## config.mk

```make
export PLATFORM = sky130hd
export DESIGN_NAME = ordered_list_insert_remove
export DESIGN_NICKNAME = d
export VERILOG_FILES = /design/src/design/olir_pkg.sv /design/src/design/olir_datapath.sv /design/src/design/olir_ctrl.sv /design/src/design/ordered_list_insert_remove.sv
export SDC_FILE = /design/constraint.sdc
export NUM_CORES = 1
export LEC_CHECK = 0
export BUFFER_PORTS_ARGS = -buffer_cell sky130_fd_sc_hd__buf_2
export CAP_MARGIN = 10
export CORE_MARGIN = 2
export CORE_UTILIZATION = 54
export CTS_BUF_LIST = sky130_fd_sc_hd__clkbuf_4 sky130_fd_sc_hd__clkbuf_8
export CTS_CLUSTER_SIZE = 14
export DETAILED_ROUTE_END_ITERATION = 10
export PLACE_DENSITY = 0.71
export SETUP_SLACK_MARGIN = 0.3
export SLEW_MARGIN = 30
export SYNTH_ARGS = -nofsm -noshare
export SYNTH_HDL_FRONTEND = slang
export SYNTH_SLANG_ARGS = --single-unit
```

## constraint.sdc

```tcl
create_clock -name clock -period 15.5 [get_ports clock]
set_input_delay 3.875 -clock clock [delete_from_list [all_inputs] [get_ports clock]]
set_output_delay 3.875 -clock clock [all_outputs]
set_load 0.01 [all_outputs]
```

## src/design/olir_pkg.sv

```systemverilog
package olir_pkg;

   // built list depth and derived widths
   localparam int DEPTH    = 16;
   localparam int IDX_W    = $clog2(DEPTH);
   localparam int CNT_W    = $clog2(DEPTH + 1);

   // field widths
   localparam int FUNC_W   = 2;
   localparam int POS_W    = 5;
   localparam int DATA_W   = 32;
   localparam int STATUS_W = 2;
   localparam int CAP_W    = 5;
   localparam int COUNT_W  = 5;

   // width for comparing count, position and capacity
   localparam int CMP_W    = (CNT_W > POS_W) ? CNT_W : POS_W;

   // csr port
   localparam int CSR_ADDR_W = 3;
   localparam int CSR_DATA_W = 32;
   localparam logic CSR_IDX_CAPACITY = 1'b0;
   localparam logic [CAP_W-1:0] CAP_RESET = CAP_W'(16);

   // operation codes
   typedef logic [FUNC_W-1:0] func_type;
   localparam func_type FUNC_INSERT = 2'd0;
   localparam func_type FUNC_REMOVE = 2'd1;
   localparam func_type FUNC_READ   = 2'd2;

   // result status codes
   typedef enum logic [STATUS_W-1:0] {
      ST_DONE   = 2'd0,
      ST_FULL   = 2'd1,
      ST_EMPTY  = 2'd2,
      ST_BOUNDS = 2'd3
   } status_type;

   // controller to datapath commands
   typedef struct packed {
      logic load_req;
      logic exec;
   } cmd_type;

endpackage

```

## src/design/olir_datapath.sv

```systemverilog
module olir_datapath (
   input  logic                                  clock,
   input  logic                                  reset,
   input  olir_pkg::cmd_type                     cmd,
   input  logic [olir_pkg::FUNC_W-1:0]           req_func,
   input  logic [olir_pkg::POS_W-1:0]            req_position,
   input  logic signed [olir_pkg::DATA_W-1:0]    req_value,
   input  logic [olir_pkg::CAP_W-1:0]            capacity,
   output logic [olir_pkg::STATUS_W-1:0]         rsp_status,
   output logic signed [olir_pkg::DATA_W-1:0]    rsp_read_value,
   output logic [olir_pkg::COUNT_W-1:0]          rsp_entry_count,
   output logic                                  rsp_empty_flag
);

   // list storage and count
   logic signed [olir_pkg::DATA_W-1:0] entries_ff [olir_pkg::DEPTH];
   logic signed [olir_pkg::DATA_W-1:0] entries_in [olir_pkg::DEPTH];
   logic [olir_pkg::CNT_W-1:0]         count_ff;
   logic [olir_pkg::CNT_W-1:0]         count_in;

   // captured request
   olir_pkg::func_type                 func_ff;
   logic [olir_pkg::POS_W-1:0]         pos_ff;
   logic signed [olir_pkg::DATA_W-1:0] value_ff;

   // result word
   olir_pkg::status_type               status_ff;
   olir_pkg::status_type               status_in;
   logic signed [olir_pkg::DATA_W-1:0] rd_ff;
   logic signed [olir_pkg::DATA_W-1:0] rd_in;
   logic [olir_pkg::COUNT_W-1:0]       rsp_count_ff;
   logic                               empty_ff;

   logic [olir_pkg::CMP_W-1:0] cnt_ext;
   logic [olir_pkg::CMP_W-1:0] pos_ext;
   logic [olir_pkg::CMP_W-1:0] cap_ext;
   logic [olir_pkg::IDX_W-1:0] pos_idx;
   logic                       list_full;
   logic                       list_empty;
   logic                       do_insert;
   logic                       do_remove;

   assign cnt_ext    = olir_pkg::CMP_W'(count_ff);
   assign pos_ext    = olir_pkg::CMP_W'(pos_ff);
   assign cap_ext    = olir_pkg::CMP_W'(capacity);
   assign pos_idx    = olir_pkg::IDX_W'(pos_ff);
   assign list_empty = (count_ff == '0);
   assign list_full  = (cnt_ext >= cap_ext)
                    || (count_ff >= olir_pkg::CNT_W'(olir_pkg::DEPTH));

   // request checks and read port
   always_comb begin
      status_in = olir_pkg::ST_DONE;
      rd_in     = '0;
      do_insert = 1'b0;
      do_remove = 1'b0;
      unique case (func_ff)
         olir_pkg::FUNC_INSERT: begin
            if (list_full) begin
               status_in = olir_pkg::ST_FULL;
            end else if (pos_ext > cnt_ext) begin
               status_in = olir_pkg::ST_BOUNDS;
            end else begin
               do_insert = 1'b1;
            end
         end
         olir_pkg::FUNC_REMOVE: begin
            if (list_empty) begin
               status_in = olir_pkg::ST_EMPTY;
            end else if (pos_ext >= cnt_ext) begin
               status_in = olir_pkg::ST_BOUNDS;
            end else begin
               do_remove = 1'b1;
            end
         end
         olir_pkg::FUNC_READ: begin
            if (list_empty) begin
               status_in = olir_pkg::ST_EMPTY;
            end else if (pos_ext >= cnt_ext) begin
               status_in = olir_pkg::ST_BOUNDS;
            end else begin
               rd_in = entries_ff[pos_idx];
            end
         end
         default: begin
            status_in = olir_pkg::ST_DONE;
         end
      endcase
   end

   // shift chain: the entries from the position on move up or down in one step
   always_comb begin
      entries_in = entries_ff;
      count_in   = count_ff;
      if (do_insert) begin
         for (int i = 1; i < olir_pkg::DEPTH; i++) begin
            if (olir_pkg::CMP_W'(i) > pos_ext) begin
               entries_in[i] = entries_ff[i-1];
            end
         end
         for (int i = 0; i < olir_pkg::DEPTH; i++) begin
            if (olir_pkg::CMP_W'(i) == pos_ext) begin
               entries_in[i] = value_ff;
            end
         end
         count_in = count_ff + olir_pkg::CNT_W'(1);
      end else if (do_remove) begin
         for (int i = 0; i < olir_pkg::DEPTH - 1; i++) begin
            if (olir_pkg::CMP_W'(i) >= pos_ext) begin
               entries_in[i] = entries_ff[i+1];
            end
         end
         count_in = count_ff - olir_pkg::CNT_W'(1);
      end
   end

   // list state
   always_ff @(posedge clock) begin
      if (reset) begin
         count_ff <= '0;
      end else if (cmd.exec) begin
         count_ff <= count_in;
      end
   end

   always_ff @(posedge clock) begin
      if (cmd.exec) begin
         entries_ff <= entries_in;
      end
   end

   // request capture
   always_ff @(posedge clock) begin
      if (cmd.load_req) begin
         func_ff  <= req_func;
         pos_ff   <= req_position;
         value_ff <= req_value;
      end
   end

   // result register
   always_ff @(posedge clock) begin
      if (cmd.exec) begin
         status_ff    <= status_in;
         rd_ff        <= rd_in;
         rsp_count_ff <= olir_pkg::COUNT_W'(count_in);
         empty_ff     <= (count_in == '0);
      end
   end

   assign rsp_status      = status_ff;
   assign rsp_read_value  = rd_ff;
   assign rsp_entry_count = rsp_count_ff;
   assign rsp_empty_flag  = empty_ff;

endmodule

```

## src/design/olir_ctrl.sv

```systemverilog
module olir_ctrl (
   input  logic              clock,
   input  logic              reset,
   input  logic              req_valid,
   output logic              req_ready,
   output logic              rsp_valid,
   input  logic              rsp_ready,
   output olir_pkg::cmd_type cmd
);

   typedef enum logic {
      IDLE,
      EXEC
   } state_type;

   state_type state_ff;
   state_type state_in;
   logic      rsp_valid_ff;
   logic      rsp_valid_in;
   logic      out_free;

   // output register can take a word this cycle
   assign out_free = !rsp_valid_ff || rsp_ready;

   assign req_ready    = (state_ff == IDLE);
   assign cmd.load_req = req_valid && (state_ff == IDLE);
   assign cmd.exec     = (state_ff == EXEC) && out_free;

   // next state and response valid
   always_comb begin
      state_in     = state_ff;
      rsp_valid_in = rsp_valid_ff && !rsp_ready;
      unique case (state_ff)
         IDLE: begin
            if (req_valid) begin
               state_in = EXEC;
            end
         end
         EXEC: begin
            if (out_free) begin
               state_in     = IDLE;
               rsp_valid_in = 1'b1;
            end
         end
         default: begin
            state_in = IDLE;
         end
      endcase
   end

   always_ff @(posedge clock) begin
      if (reset) begin
         state_ff     <= IDLE;
         rsp_valid_ff <= 1'b0;
      end else begin
         state_ff     <= state_in;
         rsp_valid_ff <= rsp_valid_in;
      end
   end

   assign rsp_valid = rsp_valid_ff;

endmodule

```

## src/design/ordered_list_insert_remove.sv

```systemverilog
// Bounded ordered list of signed 32-bit words, up to 16 entries.
// Request channel (req_*): func selects insert, remove or read at req_position;
// req_value is the word to insert. Every request gives exactly one response.
// Response channel (rsp_*): status, the word read (zero unless a good read),
// the entry count after the operation and an empty flag.
// Timing: an accepted request is captured, then executed as soon as the output
// register is free, and its response is registered at execution; a new request
// is taken only after the last one has executed, set by the two-state controller
// (capture, then execute on a shift chain that moves the affected entries at once).
// A stalled response stays in the output register while the next request is
// accepted; that request executes as soon as the response is taken.
// csr_* port: register 0 at byte address 0 is list_capacity (5 bits), the
// most entries that inserts may fill; pready is always high.
// Reset (synchronous, active high) empties the list and sets list_capacity to
// 16; entry contents are not cleared, entries above the count are never read.
module ordered_list_insert_remove (
   input  logic                                 clock,
   input  logic                                 reset,
   // request channel
   input  logic                                 req_valid,
   output logic                                 req_ready,
   input  logic [olir_pkg::FUNC_W-1:0]          req_func,
   input  logic [olir_pkg::POS_W-1:0]           req_position,
   input  logic signed [olir_pkg::DATA_W-1:0]   req_value,
   // response channel
   output logic                                 rsp_valid,
   input  logic                                 rsp_ready,
   output logic [olir_pkg::STATUS_W-1:0]        rsp_status,
   output logic signed [olir_pkg::DATA_W-1:0]   rsp_read_value,
   output logic [olir_pkg::COUNT_W-1:0]         rsp_entry_count,
   output logic                                 rsp_empty_flag,
   // configuration port
   input  logic                                 csr_psel,
   input  logic                                 csr_penable,
   input  logic                                 csr_pwrite,
   input  logic [olir_pkg::CSR_ADDR_W-1:0]      csr_paddr,
   input  logic [olir_pkg::CSR_DATA_W-1:0]      csr_pwdata,
   output logic [olir_pkg::CSR_DATA_W-1:0]      csr_prdata,
   output logic                                 csr_pready
);

   olir_pkg::cmd_type            cmd;
   logic [olir_pkg::CAP_W-1:0]   capacity_ff;
   logic [olir_pkg::CAP_W-1:0]   capacity_in;
   logic                         cap_sel;

   // capacity register
   assign cap_sel    = (csr_paddr[2] == olir_pkg::CSR_IDX_CAPACITY);
   assign csr_pready = 1'b1;

   always_comb begin
      capacity_in = capacity_ff;
      if (csr_psel && csr_penable && csr_pwrite && cap_sel) begin
         capacity_in = csr_pwdata[olir_pkg::CAP_W-1:0];
      end
   end

   always_ff @(posedge clock) begin
      if (reset) begin
         capacity_ff <= olir_pkg::CAP_RESET;
      end else begin
         capacity_ff <= capacity_in;
      end
   end

   assign csr_prdata = cap_sel ? olir_pkg::CSR_DATA_W'(capacity_ff) : '0;

   olir_ctrl u_ctrl (
      .clock     (clock),
      .reset     (reset),
      .req_valid (req_valid),
      .req_ready (req_ready),
      .rsp_valid (rsp_valid),
      .rsp_ready (rsp_ready),
      .cmd       (cmd)
   );

   olir_datapath u_datapath (
      .clock           (clock),
      .reset           (reset),
      .cmd             (cmd),
      .req_func        (req_func),
      .req_position    (req_position),
      .req_value       (req_value),
      .capacity        (capacity_ff),
      .rsp_status      (rsp_status),
      .rsp_read_value  (rsp_read_value),
      .rsp_entry_count (rsp_entry_count),
      .rsp_empty_flag  (rsp_empty_flag)
   );

endmodule

```

==> flow_summary_export.csv <==
group,metric,value,unit
pwr,vdd_drop_max,0.0727,mV
worst_setup_path,endpoint_kind,"output port",
worst_setup_path,max_stage_delay,0.15,ns
pwr,p_int,2.72,mW
route,ant_nets,0,
placed_design,portBuffers,98,
worst_setup_path,path_buf_inv,2,
cts,cts_resized,0,
cts,clock_latency,0.73,ns
route,firstDrtPassIters,6,
route,detail_route.iter0.violations,2652,
timing,slew-limit-headroom,38.6,%
cts,cts_made_buffers,106,
timing,fin_skew,0.0363,ns
route,post-route-drc-count,0,
floorplan,io_pins,156,
worst_setup_path,cp_num_cells,3,
pwr,p_leak,15.2,nW
synth,synth_warnings,0,
floorplan,start_util,54.5,%
placed_design,hpwl,56700,um
timing,fin_tns_setup,0,ns
layout,final_core_util,59.6,%
worst_setup_path,critPathTopFamily,"buffers and inverters",
synth,seq_area_frac_synth,53.5,%
worst_setup_path,arrival,4.27,ns
worst_setup_path,required,11.62,ns
cts,cts.sinks,603,
worst_setup_path,crit_top_cell,"buf_2",
synth,synth_edf_count,591,
floorplan,die_x,254,um
timing,worstMarginPinSlew,0.921,ns
timing,fmax,123,MHz
timing,finalCriticalPeriod,8.15,ns
pwr,power_frac_seq,50.7,%
layout,num-fill-cells,4999,
pwr,p_clk_share,39.5,%
run_status,status,"complete, no violations",
worst_setup_path,r2r_cells,11,
layout,drive_gt1_share,15.6,%
global_route,grt_use_total,30.0,%
pwr,p_switching,0.940,mW
pwr,combPwrFrac,9.8,%
global_route,grt_pass1_vias,23845,
synth,yosys_register_bits,603,
timing,maxSlewViolCount,0,
layout,multi_input_area,14600,sq um
placed_design,postPlaceCellArea,34700,sq um
route,vias_per_cell,6.34,
worst_setup_path,cpMaxStageDelayCell,"buf_2",
floorplan,dieHeight,254,um
floorplan,dieArea,64300,sq um
cts,cts_tree,"done",
cts,ctsHoldBuffers,0,
pwr,p_total,3.66,mW
synth,syn_inst,2934,
cts,htreeDepth,3,
hold_path,hold_path.class,"register to register",
cts,cts_buffer_depth,3,
synth,syn_avg_cell_area,11.5,sq um
layout,seq_area,18000,sq um
global_route,antenna_found_initial,3,
cts,cts_setup_buffers,0,
synth,synthArstFlopShare,0,%
placed_design,post-place-ws,7.37,ns
timing,hold_viol,0,
worst_setup_path,start_kind,"input pin",
global_route,overflow,0,
layout,final_cell_area,36800,sq um
job,max_cap_violations,0,
worst_setup_path,path_class,"input pin to output port",
timing,post-route-period-util,52.6,%
timing,setup_viol,0,
floorplan,rows,91,
timing,rsz0062_at_grt,"no",
pwr,switching_share,25.7,%
hold_path,holdPathStages,1,
pwr,cellPowerDensity,99.6,nW/um^2
layout,area_growth,9.22,%
worst_setup_path,crit_chain,"buf_2 -> nor2b_1 -> buf_2",
route,vias,24452,
floorplan,core,61700,sq um
cts,clk_pin_slew,0.06,ns
global_route,grt_pass1_wl,145000,um
synth,syn_area,33700,sq um
timing,fin_ws,7.35,ns
placed_design,place.gp.congestion,0.854,
worst_setup_path,crit_fanout,6,
route,post_drt_wl_per_cell,25.4,um
layout,nets,3045,
synth,synth_cell_types,58,
synth,yosys_most_used_dff,"edfxtp_1",
route,drt_wl_total,98000,um
global_route,grt_max_degree,292,
cts,root_buffer,"clkbuf_8",
==> routing by layer <==
layer / vias up / GRT usage, % / share of wire, %
met5: - / 0 / 0.012
met4: 2 / 12.9 / 3.7
met1: 12016 / 41.0 / 41
met3: 220 / 5.56 / 9.1
met2: 1304 / 47.1 / 46
li1: 10910 / - / -
==> cell families after synthesis <==
family	after synthesis	share of synthesized area, %
other	2	0.0223
AND/OR/NAND/NOR	673	8.26
XOR/XNOR	1	0.0260
multiplexers	678	22.7
adder cells (fa/ha/maj)	17	0.632
buffers and inverters	301	4.05
AO/OA/AOI/OAI	659	10.9
flip-flops	603	53.5
==> registers in the layout (all words and copies together) (netlist names) <==
| signal | count |
|---|---|
| u_datapath.rsp_status | 2 |
| u_datapath.rsp_read_value | 32 |
| u_datapath.func_ff | 2 |
| u_datapath.pos_ext | 5 |
| u_datapath.rsp_entry_count | 5 |
| u_datapath.value_ff | 32 |
| u_datapath.rsp_empty_flag | 1 |
| u_ctrl.state_ff | 1 |
| u_datapath.entries_ff | 512 |
| u_datapath.cnt_ext | 5 |
| capacity_ff | 5 |
| u_ctrl.rsp_valid | 1 |
==> path summary, 6_finish.rpt <==
path,start,endpoint,slack (ns)
hold / removal,capacity_ff[4],capacity_ff[4],0.48
hold reg to reg,capacity_ff[4],capacity_ff[4],0.48
setup reg to reg,u_datapath.pos_ext[0],u_datapath.entries_ff[107],9.85
setup / recovery,csr_paddr[2],csr_prdata[0],7.35
==> cells in the final DEF, fill, tap and decap left out, drive strengths merged, types with 4 or more instances in the layout <==
cell type | Yosys | routed
a21o | 36 | 36
a21oi | 47 | 47
buf | 121 | 162
clkbuf | 162 | 150
clkinv | 0 | 23
clkinvlp | 0 | 4
conb | 2 | 28
dfxtp | 12 | 12
edfxtp | 591 | 591
ha | 17 | 17
inv | 18 | 19
mux2 | 34 | 34
mux2i | 580 | 580
mux4 | 64 | 64
nand2 | 564 | 564
nand2b | 6 | 6
nand3 | 6 | 6
nand3b | 32 | 32
nor2 | 28 | 28
nor2b | 6 | 6
nor3 | 9 | 9
o21a | 5 | 5
o21ai | 487 | 487
o221ai | 32 | 32
o22ai | 32 | 32
==> stage by stage <==
step,hold slack (ns),std cells
finish,0.479,3857
global route,0.507,3857
CTS,0.473,3854
detailed placement,0.460,3674
global placement,0.451,3672
floorplan,0.435,2960
==> power by group through the flow <==
stage / combinational (mW) / clock (mW) / sequential, mW
after floorplan: 0.266 / 0 / 1.87
after global placement: 0.338 / 0 / 1.89
after detailed placement: 0.349 / 0 / 1.89
after CTS: 0.349 / 1.47 / 1.86
after global routing: 0.384 / 1.53 / 1.86
final: 0.357 / 1.45 / 1.86
==> area by class of cell <==
| type | instances | area share, % |
|---|---|---|
| multi-input combinational | 2056 | 39.7 |
| tap | 837 | 2.85 |
| antenna | 1 | 0.00681 |
| sequential | 603 | 48.9 |
| clock buffer | 150 | 4.90 |
| timing repair buffer | 162 | 2.80 |
| clock inverter | 30 | 0.562 |
| inverter | 18 | 0.191 |
==> synthesized netlist by cell type (28+ instances only) <==
master	number	share of area, %
o21ai_1	347	5.2
a21oi_1	46	0.68
mux2_2	34	1.1
nand3b_1	32	0.71
edfxtp_1	591	53
buf_4	33	0.74
o221ai_1	32	0.83
a21o_1	36	0.80
mux2i_1	580	17
nand2_1	563	6.3
nor2_1	28	0.31
buf_2	75	1.1
o21ai_0	140	2.1
o22ai_1	32	0.59
mux4_2	64	4.3
clkbuf_1	162	1.8
Power figures use the tool's default switching activity.
